`src/sv/omlr_pkg.sv`:
```
// ----------------------------------------------------------------------------
// omlr_pkg: shared types, octant codes and step tables
// Octant numbering and the per-octant screen moves used by the line walker.
// ----------------------------------------------------------------------------
package omlr_pkg;

    // default coordinate width
    localparam int COORD_BITS_DEF = 12;

    // input operation codes
    localparam logic OP_START = 1'b0;
    localparam logic OP_NEXT  = 1'b1;

    typedef logic [2:0] t_oct;

    // octant codes
    localparam t_oct OCT_0 = 3'd0;
    localparam t_oct OCT_1 = 3'd1;
    localparam t_oct OCT_2 = 3'd2;
    localparam t_oct OCT_3 = 3'd3;
    localparam t_oct OCT_4 = 3'd4;
    localparam t_oct OCT_5 = 3'd5;
    localparam t_oct OCT_6 = 3'd6;
    localparam t_oct OCT_7 = 3'd7;

    // octants whose major axis is x
    function automatic logic oct_x_major(input t_oct oct);
        return (oct == OCT_0) || (oct == OCT_3) || (oct == OCT_4) || (oct == OCT_7);
    endfunction

    // screen x move of a major step
    function automatic logic signed [1:0] major_dx(input t_oct oct);
        logic signed [1:0] d;
        case (oct)
            OCT_0, OCT_7: d = 2'sd1;
            OCT_3, OCT_4: d = -2'sd1;
            default:      d = 2'sd0;
        endcase
        return d;
    endfunction

    // screen y move of a major step
    function automatic logic signed [1:0] major_dy(input t_oct oct);
        logic signed [1:0] d;
        case (oct)
            OCT_1, OCT_2: d = 2'sd1;
            OCT_5, OCT_6: d = -2'sd1;
            default:      d = 2'sd0;
        endcase
        return d;
    endfunction

    // screen x move of a minor step
    function automatic logic signed [1:0] minor_dx(input t_oct oct);
        logic signed [1:0] d;
        case (oct)
            OCT_1, OCT_6: d = 2'sd1;
            OCT_2, OCT_5: d = -2'sd1;
            default:      d = 2'sd0;
        endcase
        return d;
    endfunction

    // screen y move of a minor step
    function automatic logic signed [1:0] minor_dy(input t_oct oct);
        logic signed [1:0] d;
        case (oct)
            OCT_0, OCT_3: d = 2'sd1;
            OCT_4, OCT_7: d = -2'sd1;
            default:      d = 2'sd0;
        endcase
        return d;
    endfunction

endpackage

```
`src/sv/omlr_setup.sv`:
```
// ----------------------------------------------------------------------------
// omlr_setup: line setup
// Picks the octant of a line from its endpoints and derives the major length,
// the initial midpoint decision and its two increments.
// ----------------------------------------------------------------------------
module omlr_setup #(
    parameter int COORD_BITS = omlr_pkg::COORD_BITS_DEF
) (
    input  logic signed [COORD_BITS-1:0] i_start_x,
    input  logic signed [COORD_BITS-1:0] i_start_y,
    input  logic signed [COORD_BITS-1:0] i_end_x,
    input  logic signed [COORD_BITS-1:0] i_end_y,
    output omlr_pkg::t_oct               o_octant,
    output logic        [COORD_BITS-1:0] o_major,
    output logic signed [COORD_BITS+2:0] o_dec,
    output logic        [COORD_BITS:0]   o_east,
    output logic signed [COORD_BITS+2:0] o_diag
);
    import omlr_pkg::*;

    localparam int CW = COORD_BITS;

    logic signed [CW:0]   dx;
    logic signed [CW:0]   dy;
    logic signed [CW:0]   abs_x_w;
    logic signed [CW:0]   abs_y_w;
    logic        [CW-1:0] ax;
    logic        [CW-1:0] ay;
    logic                 neg_x;
    logic                 neg_y;
    logic                 le_x;
    logic                 le_y;
    logic                 x_ge;
    logic                 y_ge;
    logic        [CW-1:0] mnr;
    logic signed [CW:0]   diff;

    // endpoint deltas and magnitudes
    always_comb begin
        dx      = $signed({i_end_x[CW-1], i_end_x}) - $signed({i_start_x[CW-1], i_start_x});
        dy      = $signed({i_end_y[CW-1], i_end_y}) - $signed({i_start_y[CW-1], i_start_y});
        abs_x_w = dx[CW] ? -dx : dx;
        abs_y_w = dy[CW] ? -dy : dy;
        ax      = abs_x_w[CW-1:0];
        ay      = abs_y_w[CW-1:0];
        neg_x   = dx[CW];
        neg_y   = dy[CW];
        le_x    = neg_x || (dx == '0);
        le_y    = neg_y || (dy == '0);
        x_ge    = ax >= ay;
        y_ge    = ay >= ax;
    end

    // octant choice, first match wins
    always_comb begin
        if (x_ge && !neg_x && !neg_y) begin
            o_octant = OCT_0;
        end else if (y_ge && !neg_x && !neg_y) begin
            o_octant = OCT_1;
        end else if (y_ge && le_x && !neg_y) begin
            o_octant = OCT_2;
        end else if (x_ge && le_x && !neg_y) begin
            o_octant = OCT_3;
        end else if (x_ge && le_x && le_y) begin
            o_octant = OCT_4;
        end else if (y_ge && le_x && le_y) begin
            o_octant = OCT_5;
        end else if (y_ge && !neg_x && le_y) begin
            o_octant = OCT_6;
        end else begin
            o_octant = OCT_7;
        end
    end

    // decision variable and increments
    always_comb begin
        if (oct_x_major(o_octant)) begin
            o_major = ax;
            mnr     = ay;
        end else begin
            o_major = ay;
            mnr     = ax;
        end
        o_dec  = $signed({2'b00, mnr, 1'b0}) - $signed({3'b000, o_major});
        o_east = {mnr, 1'b0};
        diff   = $signed({1'b0, mnr}) - $signed({1'b0, o_major});
        o_diag = {diff[CW], diff, 1'b0};
    end

endmodule

```
`src/sv/octant_midpoint_line_rasterizer.sv`:
```
// ----------------------------------------------------------------------------
// octant_midpoint_line_rasterizer: eight-zone midpoint line walker
// Path: an input transfer loads the input register, and the result register is
// loaded from it once the result channel is free (o_in_stall holds it otherwise).
// Throughput: one item per cycle while the result channel does not stall; the walk state updates in a single add step.
// Reset: synchronous active-low; clears pipeline valids and the active line.
// ----------------------------------------------------------------------------
module octant_midpoint_line_rasterizer #(
    parameter int COORD_BITS = omlr_pkg::COORD_BITS_DEF
) (
    input  logic                         i_clk,
    input  logic                         i_rst_n,
    // input channel
    input  logic                         i_in_valid,
    output logic                         o_in_stall,
    input  logic                         i_op,
    input  logic signed [COORD_BITS-1:0] i_start_x,
    input  logic signed [COORD_BITS-1:0] i_start_y,
    input  logic signed [COORD_BITS-1:0] i_end_x,
    input  logic signed [COORD_BITS-1:0] i_end_y,
    // result channel
    output logic                         o_out_valid,
    input  logic                         i_out_stall,
    output logic                         o_valid_res,
    output logic signed [COORD_BITS-1:0] o_pixel_x,
    output logic signed [COORD_BITS-1:0] o_pixel_y,
    output logic        [2:0]            o_zone_out,
    output logic                         o_last
);
    import omlr_pkg::*;

    localparam int CW = COORD_BITS;
    localparam int DW = COORD_BITS + 3;
    localparam int EW = COORD_BITS + 1;

    // input register
    logic                  r_in_vld;
    logic                  r_op;
    logic signed [CW-1:0]  r_sx;
    logic signed [CW-1:0]  r_sy;
    logic signed [CW-1:0]  r_ex;
    logic signed [CW-1:0]  r_ey;

    // walk state
    logic                  r_active, n_active;
    logic signed [CW-1:0]  r_walk_x, n_walk_x;
    logic signed [CW-1:0]  r_walk_y, n_walk_y;
    logic        [CW-1:0]  r_walk_end, n_walk_end;
    logic signed [DW-1:0]  r_dec, n_dec;
    logic        [EW-1:0]  r_east, n_east;
    logic signed [DW-1:0]  r_diag, n_diag;
    t_oct                  r_oct, n_oct;

    // result register
    logic                  r_out_vld;
    logic                  r_res_vld, n_res_vld;
    logic signed [CW-1:0]  r_px, n_px;
    logic signed [CW-1:0]  r_py, n_py;
    t_oct                  r_zone, n_zone;
    logic                  r_last, n_last;

    // setup results
    t_oct                  su_oct;
    logic        [CW-1:0]  su_major;
    logic signed [DW-1:0]  su_dec;
    logic        [EW-1:0]  su_east;
    logic signed [DW-1:0]  su_diag;

    // handshake
    logic                  out_free;
    logic                  adv;
    logic                  in_take;

    // step terms
    logic                  go_diag;
    logic signed [1:0]     sx;
    logic signed [1:0]     sy;
    logic signed [CW-1:0]  stp_x;
    logic signed [CW-1:0]  stp_y;
    logic        [CW-1:0]  rem_end;

    omlr_setup #(
        .COORD_BITS (COORD_BITS)
    ) u_setup (
        .i_start_x (r_sx),
        .i_start_y (r_sy),
        .i_end_x   (r_ex),
        .i_end_y   (r_ey),
        .o_octant  (su_oct),
        .o_major   (su_major),
        .o_dec     (su_dec),
        .o_east    (su_east),
        .o_diag    (su_diag)
    );

    // flow control: compute stage fires when the result register can take it
    assign out_free   = !r_out_vld || !i_out_stall;
    assign adv        = r_in_vld && out_free;
    assign o_in_stall = r_in_vld && !out_free;
    assign in_take    = i_in_valid && !o_in_stall;

    // one midpoint step
    always_comb begin
        go_diag = !r_dec[DW-1];
        sx      = major_dx(r_oct) + (go_diag ? minor_dx(r_oct) : 2'sd0);
        sy      = major_dy(r_oct) + (go_diag ? minor_dy(r_oct) : 2'sd0);
        stp_x   = r_walk_x + {{(CW-2){sx[1]}}, sx};
        stp_y   = r_walk_y + {{(CW-2){sy[1]}}, sy};
        rem_end = r_walk_end - {{(CW-1){1'b0}}, 1'b1};
    end

    // next state and result
    always_comb begin
        n_active   = r_active;
        n_walk_x   = r_walk_x;
        n_walk_y   = r_walk_y;
        n_walk_end = r_walk_end;
        n_dec      = r_dec;
        n_east     = r_east;
        n_diag     = r_diag;
        n_oct      = r_oct;
        n_res_vld  = 1'b0;
        n_px       = '0;
        n_py       = '0;
        n_zone     = OCT_0;
        n_last     = 1'b0;
        if (r_op == OP_START) begin
            n_oct      = su_oct;
            n_dec      = su_dec;
            n_east     = su_east;
            n_diag     = su_diag;
            n_walk_x   = r_sx;
            n_walk_y   = r_sy;
            n_walk_end = su_major;
            n_active   = su_major != '0;
            n_res_vld  = 1'b1;
            n_px       = r_sx;
            n_py       = r_sy;
            n_zone     = su_oct;
            n_last     = su_major == '0;
        end else if (r_active) begin
            n_walk_x   = stp_x;
            n_walk_y   = stp_y;
            n_dec      = go_diag ? r_dec + r_diag
                                 : r_dec + $signed({{(DW-EW){1'b0}}, r_east});
            n_walk_end = rem_end;
            n_active   = rem_end != '0;
            n_res_vld  = 1'b1;
            n_px       = stp_x;
            n_py       = stp_y;
            n_zone     = r_oct;
            n_last     = rem_end == '0;
        end
    end

    // input register
    always_ff @(posedge i_clk) begin
        if (!i_rst_n) begin
            r_in_vld <= 1'b0;
        end else if (in_take) begin
            r_in_vld <= 1'b1;
        end else if (adv) begin
            r_in_vld <= 1'b0;
        end
        if (in_take) begin
            r_op <= i_op;
            r_sx <= i_start_x;
            r_sy <= i_start_y;
            r_ex <= i_end_x;
            r_ey <= i_end_y;
        end
    end

    // walk state and result register
    always_ff @(posedge i_clk) begin
        if (!i_rst_n) begin
            r_active  <= 1'b0;
            r_out_vld <= 1'b0;
        end else begin
            if (adv) begin
                r_active  <= n_active;
                r_out_vld <= 1'b1;
            end else if (out_free) begin
                r_out_vld <= 1'b0;
            end
        end
        if (adv) begin
            r_walk_x   <= n_walk_x;
            r_walk_y   <= n_walk_y;
            r_walk_end <= n_walk_end;
            r_dec      <= n_dec;
            r_east     <= n_east;
            r_diag     <= n_diag;
            r_oct      <= n_oct;
            r_res_vld  <= n_res_vld;
            r_px       <= n_px;
            r_py       <= n_py;
            r_zone     <= n_zone;
            r_last     <= n_last;
        end
    end

    assign o_out_valid = r_out_vld;
    assign o_valid_res = r_res_vld;
    assign o_pixel_x   = r_px;
    assign o_pixel_y   = r_py;
    assign o_zone_out  = r_zone;
    assign o_last      = r_last;

`ifndef NO_ASSERTIONS
    // an empty result carries all-zero fields
    a_empty_zero: assert property (@(posedge i_clk) disable iff (!i_rst_n)
        (o_out_valid && !o_valid_res) |->
            (o_pixel_x == '0 && o_pixel_y == '0 && o_zone_out == '0 && !o_last))
        else $error("empty result with nonzero fields");

    // the shown pixel agrees with the walk state about the line ending
    a_last_active: assert property (@(posedge i_clk) disable iff (!i_rst_n)
        (o_out_valid && o_valid_res) |-> (r_active == !o_last))
        else $error("last flag disagrees with active line");

    // an active line always has steps to go
    a_end_nonzero: assert property (@(posedge i_clk) disable iff (!i_rst_n)
        r_active |-> (r_walk_end != '0))
        else $error("active line with no steps left");

    // a held input register is not overwritten
    a_in_hold: assert property (@(posedge i_clk) disable iff (!i_rst_n)
        (r_in_vld && !adv) |=> (r_in_vld && $stable(r_op) && $stable(r_sx)))
        else $error("input register lost a pending item");
`endif

endmodule
```
`config.mk`:
```
export PLATFORM = sky130hd
export DESIGN_NAME = octant_midpoint_line_rasterizer
export DESIGN_NICKNAME = d
export VERILOG_FILES = /design/src/sv/omlr_pkg.sv /design/src/sv/omlr_setup.sv /design/src/sv/octant_midpoint_line_rasterizer.sv
export SDC_FILE = /design/constraint.sdc
export NUM_CORES = 1
export LEC_CHECK = 0
export ABC_CLOCK_PERIOD_IN_PS = 7500
export BUFFER_PORTS_ARGS = -buffer_cell sky130_fd_sc_hd__buf_2
export CORE_ASPECT_RATIO = 0.9
export CORE_MARGIN = 3
export CORE_UTILIZATION = 51
export CTS_CLUSTER_SIZE = 12
export DETAILED_ROUTE_END_ITERATION = 12
export GPL_TIMING_DRIVEN = 0
export PLACE_DENSITY = 0.72
export SYNTH_ARGS = -nofsm -noshare
export SYNTH_HDL_FRONTEND = slang
export SYNTH_SLANG_ARGS = --single-unit
```
`constraint.sdc`:
```
create_clock -name i_clk -period 7.5 [get_ports i_clk]
set_input_delay 1.125 -clock i_clk [delete_from_list [all_inputs] [get_ports i_clk]]
set_output_delay 1.125 -clock i_clk [all_outputs]
set_load 0.005 [all_outputs]
```
==> results.txt, run 1 <==
- Count of hold-fix buffers inserted at cts: 0
- The worst hold path passes through 2 cells.
* HP Start: r_in_vld
- The synthesized design contains 159 register bits.
* Overflow after GRT: 0
- The startpoint identified for the worst register-to-register timing path is r_sx[0].
- After clock tree synthesis, the clock-pin slew on the worst setup and hold paths is 0.07 ns.
* Syn_nets: between 1000 and 1500
- In the synthesized netlist, the number of instances is between 1000 and 1500.
- Largest net degree at the start of global routing: 37
- Ranked by total cell area, the synthesized netlist is headed by sky130_fd_sc_hd__edfxtp_1, sky130_fd_sc_hd__ha_1, sky130_fd_sc_hd__xnor2_1.
* Final routed wirelength across all metal layers: 26900 um
- In the final layout, the share of cells above drive strength 1 is 0.207.
* CP Launch Type: flop
- Subtracting the final worst setup slack from the clock period gives 7.23 ns.
- Number of vias per cell after detailed routing: 5.65
- Setup-violating endpoint count in the final report: 0
- Worst Skew: approximately 0.012 ns
- The total area inside the core boundary comes to 21100 um2.
- Sw Share: 0.431
* Portion of synthesized cell area occupied by the leading cell type: 0.423
- After detailed routing, the wire length on met1 is 12400 um.
- Wire length of the first global-routing pass: around 43000 um
- Number of maximum-capacitance violations: 0
* Proportion of synthesized chip area in sequential cells: 0.429
- Aggregate negative setup slack: 0 ns
- In this run the tightest slew margin relative to its limit is 0.428.
- Power per cell area: 410 nW/um2
* Fill count: approximately 1700
* Num Clock Sinks: ~160
- Synth unique cells: 86
- Inserted Diodes: 0
* Status: complete, no violations
- Post-Route Hold Slack: 0.509 ns
- In the layout the commonest cells are sky130_fd_sc_hd__edfxtp_1, sky130_fd_sc_hd__nand2_1, sky130_fd_sc_hd__buf_2.
* Net switching power of the design: ~2.3 mW
- Critical Path Sink Type: flop
- First-pass detailed-route iteration total: 6
- In the finished design, the share of the clock period the worst path needs comes to 0.964.
- The count of buffers added on input and output ports is slightly above 80.
- The analysis attributes to cell leakage a power of ~5.3 nW.
- Horizontal die dimension: ~160 um
- Wire segments on met3 add up to roughly 1500 um in the final route.
- At the pin with the least slew margin, the transition time is 0.855 ns.
- In the routed design, unresolved DRC markers number 0.
- Once detail routing completed, the nets flagged for antenna violations numbered 0.
- Largest driver fanout on the critical path: 19
- In the global route stage, overall resource usage came out at 0.230.
* Worst hold endpoint: o_out_valid
* DR vias: 8524
- Initial Utilization: 0.525
- Placer congestion estimate: approximately 0.94
- Die boundary height: 146 um
* H-tree Lvls: 4
- Yosys printed 0 warnings.
* Hold Violations, Final: 0
* CTS tree: done
- By instance count, the cell type seen most on the critical path is sky130_fd_sc_hd__a21oi_1.
* Number of enable-type register cells in the synthesized netlist: 156
- Initial antenna violation count: 0
- CTS Root Buffer Type: sky130_fd_sc_hd__clkbuf_16
- The number of max-slew violations in the final report is 0.
- Highest cell delay on the worst timing path: 0.58 ns
- Count of nets after finishing: about 1400
- Post-synth design cell area: around 11000 um2
* Kind of critical path: flop to flop
* Async set-or-reset flop fraction in the synthesized netlist: 0
- Reg2Reg Setup Slack: roughly 0.27 ns
* Primary FF master, synth: sky130_fd_sc_hd__edfxtp_1
- The die covers between 20000 and 25000 um2.
- Number of rows in the core area: 50
- WP data arrival: about 7.4 ns
- A synthesized cell averages about 10 um2.
- The clock reaches the later pin of the worst-skew pair after 0.43 ns.
- Clock buffer count from CTS: 17
- Once detailed placement completed, the half-perimeter wirelength came to just under 20000 um.
* Placed instance count: 1460
* Min-delay worst type: flop to flop
* Clock buffer depth: 2
- In the final routed layout, each cell accounts on average for approximately 18 um.
* Area leader, netlist: sky130_fd_sc_hd__edfxtp_1
* Data required time of the critical path: about 7.7 ns
- Compared with the post-synthesis result, the final layout area differs by 17.1%.
- The first routing iteration left between 600 and 700 violations.
* Clock network fraction of design power: 0.164
- Counting cells, the worst reg-to-reg path comes to 31.
- Grouping stages by cell kind, the critical path spends the most delay in compound AO/OA/AOI/OAI gates.
- Crit Reg-Reg Endpoint: r_dec[12]
- The number of global-route vias before repair came to 8325.
- Achievable Freq: 138 MHz
- Commonest non-fill, non-tap cell in the layout: sky130_fd_sc_hd__edfxtp_1
* Detail Route met2 WL: 12600 um
* Top layer in use: met4
- Count of boundary I/O pins: between 80 and 90
- Combinational power share: 0.600
- Power share of the sequential group: 0.236
- Count of buffering cells on the critical path with inverters included: 4
- Peak supply drop: 0.234 mV
* Number of cells in the finished layout apart from fillers: 1510
- Worst-path cell with the longest stage delay: sky130_fd_sc_hd__or4_4
* Int Pwr: around 3 mW
## repair_timing
| action | in CTS | in global routing |
|---|---|---|
| gates resized for setup | 26 | 40 |
| setup buffers | 3 | 17 |
| pin swaps | 3 | 17 |
| endpoints found under the setup margin | 12 | 7 |
## state kept, by name, summed over array words and instances (netlist names)
register,flops
o_last,1
o_out_valid,1
o_pixel_x,12
o_pixel_y,12
o_valid_res,1
o_zone_out,3
r_active,1
r_dec,14
r_diag,13
r_east,12
r_ex,12
r_ey,12
r_in_vld,1
r_oct,3
r_op,1
r_sx,12
r_sy,12
r_walk_end,12
r_walk_x,12
r_walk_y,12
## worst max-delay path by stage
| stage | slack, ns | depth (start not counted) | endpoint | start |
|---|---|---|---|---|
| 2_1_floorplan | 0.30 | 36 | r_dec[12] | r_sy[0] |
| 3_3_place_gp | -1.25 | 36 | r_dec[10] | r_sy[0] |
| 3_5_place_dp | -1.26 | 36 | r_dec[12] | r_sy[0] |
| 4_1_cts | 0.003 | 33 | r_dec[12] | r_sy[0] |
| 5_1_grt | -0.06 | 31 | r_dec[12] | r_sx[0] |
| 6_report | 0.27 | 31 | r_dec[12] | r_sx[0] |
## layout make-up
type	count	area [um2]	share of cell area
tap	286	358	0.0276
clock inverter	14	146	0.0113
sequential	159	4740	0.366
clock buffer	18	429	0.0331
timing repair buffer	106	626	0.0483
buffer	29	161	0.0125
inverter	83	317	0.0244
multi-input combinational	815	6170	0.477
## worst min-delay path: stages, from the launching register on
cell	delay (ns)
sky130_fd_sc_hd__dfxtp_1	0.34
sky130_fd_sc_hd__a21oi_1	0.04
sky130_fd_sc_hd__nor2b_1	0.09
## logic make-up after synthesis
kind of cell | Yosys count | share of synthesized area
and+or+nand+nor | 312 | 0.141
AOI/OAI and AO/OA | 274 | 0.163
DFF | 159 | 0.429
buffers and inverters | 115 | 0.0415
xor gates and xnor gates | 105 | 0.0862
adders and majority gates | 95 | 0.111
muxes | 29 | 0.0280
## cells in the mapped netlist (all sizes together) (4+ instances only)
master	number
edfxtp	156
nand2	96
o21ai	92
ha	89
inv	82
a21oi	79
nor2	77
xnor2	63
xor2	42
and2	31
nor3	21
o21bai	21
clkbuf	18
a21o	17
mux2	16
buf	14
mux2i	13
nor2b	13
nand2b	12
and3	11
o21a	11
nand3	10
or3	10
a31oi	9
nand4	8
a211oi	7
o31ai	7
fa	6
nor4	4
o31a	4
or2	4
## routing by layer
metal | GRT usage | up-vias
li1 | - | 4154
met1 | 0.326 | 4066
met2 | 0.370 | 265
met3 | 0.0307 | 39
met4 | 0.0688 | 0
met5 | 0 | -
## power groups by stage
stage | registers (mW) | clock network (mW) | logic, mW
after floorplan | 1.26 | 0 | 2.29
after global placement | 1.27 | 0 | 2.89
after detailed placement | 1.27 | 0 | 2.94
after CTS | 1.25 | 0.877 | 3.00
after global routing | 1.26 | 0.917 | 3.52
final | 1.25 | 0.870 | 3.19
## through the flow
stage	total power [mW]	instance area, um2	setup slack [ns]	util
detailed placement	4.21	11900	-1.26	0.565
floorplan	3.55	11100	0.296	-
global placement	4.16	11800	-1.25	0.562
CTS	5.13	12600	0.00263	0.598
global route	5.69	13000	-0.0559	0.614
finish	5.31	13000	0.272	0.614
Note: power is estimated with default switching activity, not from simulation.
==> run 2: changes to the inputs <==
--- a/config.mk
+++ b/config.mk
@@ -8,7 +8,7 @@
 export ABC_CLOCK_PERIOD_IN_PS = 7500
 export BUFFER_PORTS_ARGS = -buffer_cell sky130_fd_sc_hd__buf_2
 export CORE_ASPECT_RATIO = 0.9
-export CORE_MARGIN = 3
+export CORE_MARGIN = 10
 export CORE_UTILIZATION = 51
 export CTS_CLUSTER_SIZE = 12
 export DETAILED_ROUTE_END_ITERATION = 12
@@ -16,4 +16,5 @@
 export PLACE_DENSITY = 0.72
 export SYNTH_ARGS = -nofsm -noshare
 export SYNTH_HDL_FRONTEND = slang
+export SYNTH_HIERARCHICAL = 1
 export SYNTH_SLANG_ARGS = --single-unit
==> run 2 against run 1 <==
  * Count of clock-buffer cells in the layout rose by 1
  * Critical path depth grew 5
  * Largest power group unchanged
  * Synthesized area grew 7.8%
  * Die area is 27% higher
  * Wire length grew 19%
  * Highest routed layer unchanged
  * Core utilization increased by 0.20 points
  * Clock skew increased by 0.0025 ns
  * Register-to-register slack got worse by 0.07 ns
  * Synthesized cell count is 8.8% higher
==> results.txt, run 2 <==
- Status: complete, no violations
- Setup violations remaining at the end of the flow were counted as 0.
* Async set-or-reset flop fraction in the synthesized netlist: 0
- The largest registers in the layout are r_dec (15), r_diag (15), r_east (13).
- Power per cell area: around 420 nW/um2
- In the finished design, the share of the clock period the worst path needs comes to 0.973.
* Layout overhead on the synthesized area: 19.9%
- Top cells by count, synth: sky130_fd_sc_hd__edfxtp_1, sky130_fd_sc_hd__nor2_1, sky130_fd_sc_hd__a21oi_1
- Kind of critical path: flop to flop
- Summed over all instances, the cell type with the most area after synthesis is sky130_fd_sc_hd__edfxtp_1.
* DRC: 0
- Post-synth design cell area: between 10000 and 15000 um2
* Cell leakage power: between 5 and 6 nW
* Worst path top cell family by delay: compound AO/OA/AOI/OAI gates
* Number of max-slew violations in the final report: 0
* Proportion of synthesized chip area in sequential cells: 0.408
- Across the whole layout, storage elements account for approximately 4900 um2.
* Die boundary height: ~170 um
* Worst hold endpoint: o_out_valid
- Achievable Freq: approximately 140 MHz
* Number of maximum-capacitance violations: 0
- CP Launch Type: flop
- Sorting the synthesized cells by area gives the leading types as sky130_fd_sc_hd__edfxtp_1, sky130_fd_sc_hd__ha_1, sky130_fd_sc_hd__xnor2_1.
- Clock latency on the worst-skew pair: ~0.44 ns
- The startpoint identified for the worst register-to-register timing path is r_sx[0].
* Final cell utilization of the core: 0.616
- Hold Violations, Final: 0
* Commonest non-fill, non-tap cell in the layout: sky130_fd_sc_hd__edfxtp_1
- In the global route stage, overall resource usage came out at 0.205.
* Floorplan Core Area: 23200 um2
- Fill count: 1860
- The synthesized design contains 160 enable-type register cells.
- The first routing iteration left 1003 violations.
- Total area of multi-input combinational cells: between 7000 and 8000 um2
- H-tree Lvls: 4
* HPWL after detailed placement: around 23000 um
- Count of nets left with antenna violations after detail routing: 0
- The number of buffers and inverters on the critical path is 4.
- Entering global routing, the biggest net connects 35 pins.
- Once placement finished, the instance area stood at roughly 13000 um2.
- TritonCTS created 17 clock buffers.
- Horizontal die dimension: between 150 and 200 um
* Portion of synthesized cell area occupied by the leading cell type: 0.403
* Number of vias per cell after detailed routing: about 6
* Worst-path cell with the longest stage delay: sky130_fd_sc_hd__edfxtp_1
* Shortest period the worst path allows: approximately 7.3 ns
- Clock buffer depth: 2
- Crit Reg-Reg Endpoint: r_dec[12]
- Min-delay worst type: flop to flop
* Worst slack after detailed placement: -1.61 ns
* Placer congestion estimate: 0.928
- Depth of the worst hold-timing path: 2
- Top-count cell post-synth: sky130_fd_sc_hd__edfxtp_1
- The setup check on the worst reg-to-reg path leaves a slack of 0.21 ns.
- Inserted Diodes: 0
- Number of flip-flops and latches in the synthesized netlist: ~160
- Sum of internal, switching and leakage power: 6.05 mW
- The number of global-route vias before repair came to about 9400.
* Count of boundary I/O pins: 84
* Worst Skew: between 0.01 and 0.015 ns
- Measured against its own limit, the worst slew margin works out to 0.190.
- The floorplan has 53 rows.
- Data required time of the critical path: between 7 and 8 ns
- Once routing completed, OpenROAD measured the worst setup slack at 0.206 ns.
* Synth unique cells: 94
* Number of cells in the finished layout apart from fillers: around 1600
- Clock tree synthesis selected as its root buffer the cell sky130_fd_sc_hd__clkbuf_16.
* Count of nets after finishing: approximately 1500
- Initial Utilization: 0.514
- Overflow after GRT: 0
- In the final layout, the share of cells above drive strength 1 is 0.242.
* Count of cells along the worst register-to-register path: 36
- Leading cell types in the layout, fill and taps excluded: sky130_fd_sc_hd__edfxtp_1, sky130_fd_sc_hd__nor2_1, sky130_fd_sc_hd__buf_2
* WP data arrival: roughly 7.5 ns
- Highest cell delay on the worst timing path: 0.43 ns
- Wire length of the first global-routing pass: ~49000 um
- Each instance of the synthesized netlist takes up on average between 10 and 15 um2.
- DR vias: about 9700
- Clock-pin slew was measured on the worst setup and hold paths at 0.07 ns.
- After detailed routing, the average wire length per cell comes to about 19 um.
- Peak supply drop: ~0.25 mV
- STA classifies the critical path endpoint as a flop.
- Along the worst path, the maximum fanout reaches 7.
* Placed instance count: roughly 1600
- Primary FF master, synth: sky130_fd_sc_hd__edfxtp_1
* Slew @ Worst Pin: between 1 and 1.5 ns
- The worst hold path begins at r_in_vld.
- Num Clock Sinks: approximately 160
- Critical path depth: 36
- After detailed routing, the total wire length is about 32000 um.
- After technology mapping, the gate count stands at ~1200.
- First-pass detailed-route iteration total: 8
* Area enclosed by the die boundary: 29900 um2
- TritonCTS built the clock tree.
- For the final routed database, the setup TNS stands at 0 ns.
* Count of input and output buffers: 83
- The Yosys step of the flow raised 6 warnings.
* Post-Route Hold Slack: between 0.5 and 0.6 ns
- The finished cells cover between 10000 and 15000 um2.
- The initial antenna violation count is 0.
==> run 2: metal layers <==
metal,track usage,wire (um)
met5,0,0
met4,0.0554,598
met3,0.0344,1950
met2,0.340,15000
met1,0.275,14400
==> run 2: cells by family (layout without fill, tap and decap cells) <==
kind of cell    after synthesis  after routing  synth area share
compound gates              337            337             0.195
xor+xnor                     91             91            0.0668
fa+ha+maj                   103            103             0.111
buf+inv                     127            282            0.0431
flops                       163            163             0.408
mux                          54             54            0.0503
other cells                   1              2          0.000314
simple gates                309            309             0.126
==> run 2: repair_timing <==
action	in CTS	in global routing
hold buffers	0	0
resized for setup	59	64
pin swaps	18	41
endpoints found under the setup margin	9	3
gates cloned	0	1
buffers inserted	22	22
hold endpoints to repair	0	0
==> run 2: power breakdown <==
| group | total [mW] | internal (mW) | leakage [nW] | switching, mW |
|---|---|---|---|---|
| logic | 3.85 | 1.71 | 3.97 | 2.14 |
| registers | 1.29 | 1.24 | 1.53 | 0.0415 |
| clock network | 0.916 | 0.504 | 0.287 | 0.412 |
| total | 6.05 | 3.45 | 5.79 | 2.60 |
==> run 2: final cells by class <==
class	count	share of cell area
tap	302	0.0264
timing repair buffer	131	0.0572
clock buffer	19	0.0303
multi-input combinational	896	0.498
buffer	33	0.0136
clock inverter	13	0.0118
sequential	163	0.340
inverter	86	0.0226
==> run 2: worst max-delay path by stage <==
| stage | from | end | slack [ns] |
|---|---|---|---|
| after global placement | r_sy[0] | r_dec[12] | -1.52 |
| final | r_sx[0] | r_dec[12] | 0.21 |
| after CTS | r_sx[0] | r_dec[12] | 0.01 |
| after detailed placement | r_sy[0] | r_dec[12] | -1.61 |
| after global routing | r_sx[0] | r_dec[12] | -0.11 |
| after floorplan | r_sx[0] | r_dec[12] | 0.02 |
==> run 2: tightest hold or removal path: cells and delay by family (launching register included) <==
kind / cells / cell delay [ns]
DFF: 1 / 0.32
AOI/OAI and AO/OA: 1 / 0.11
and+or+nand+nor: 1 / 0.05
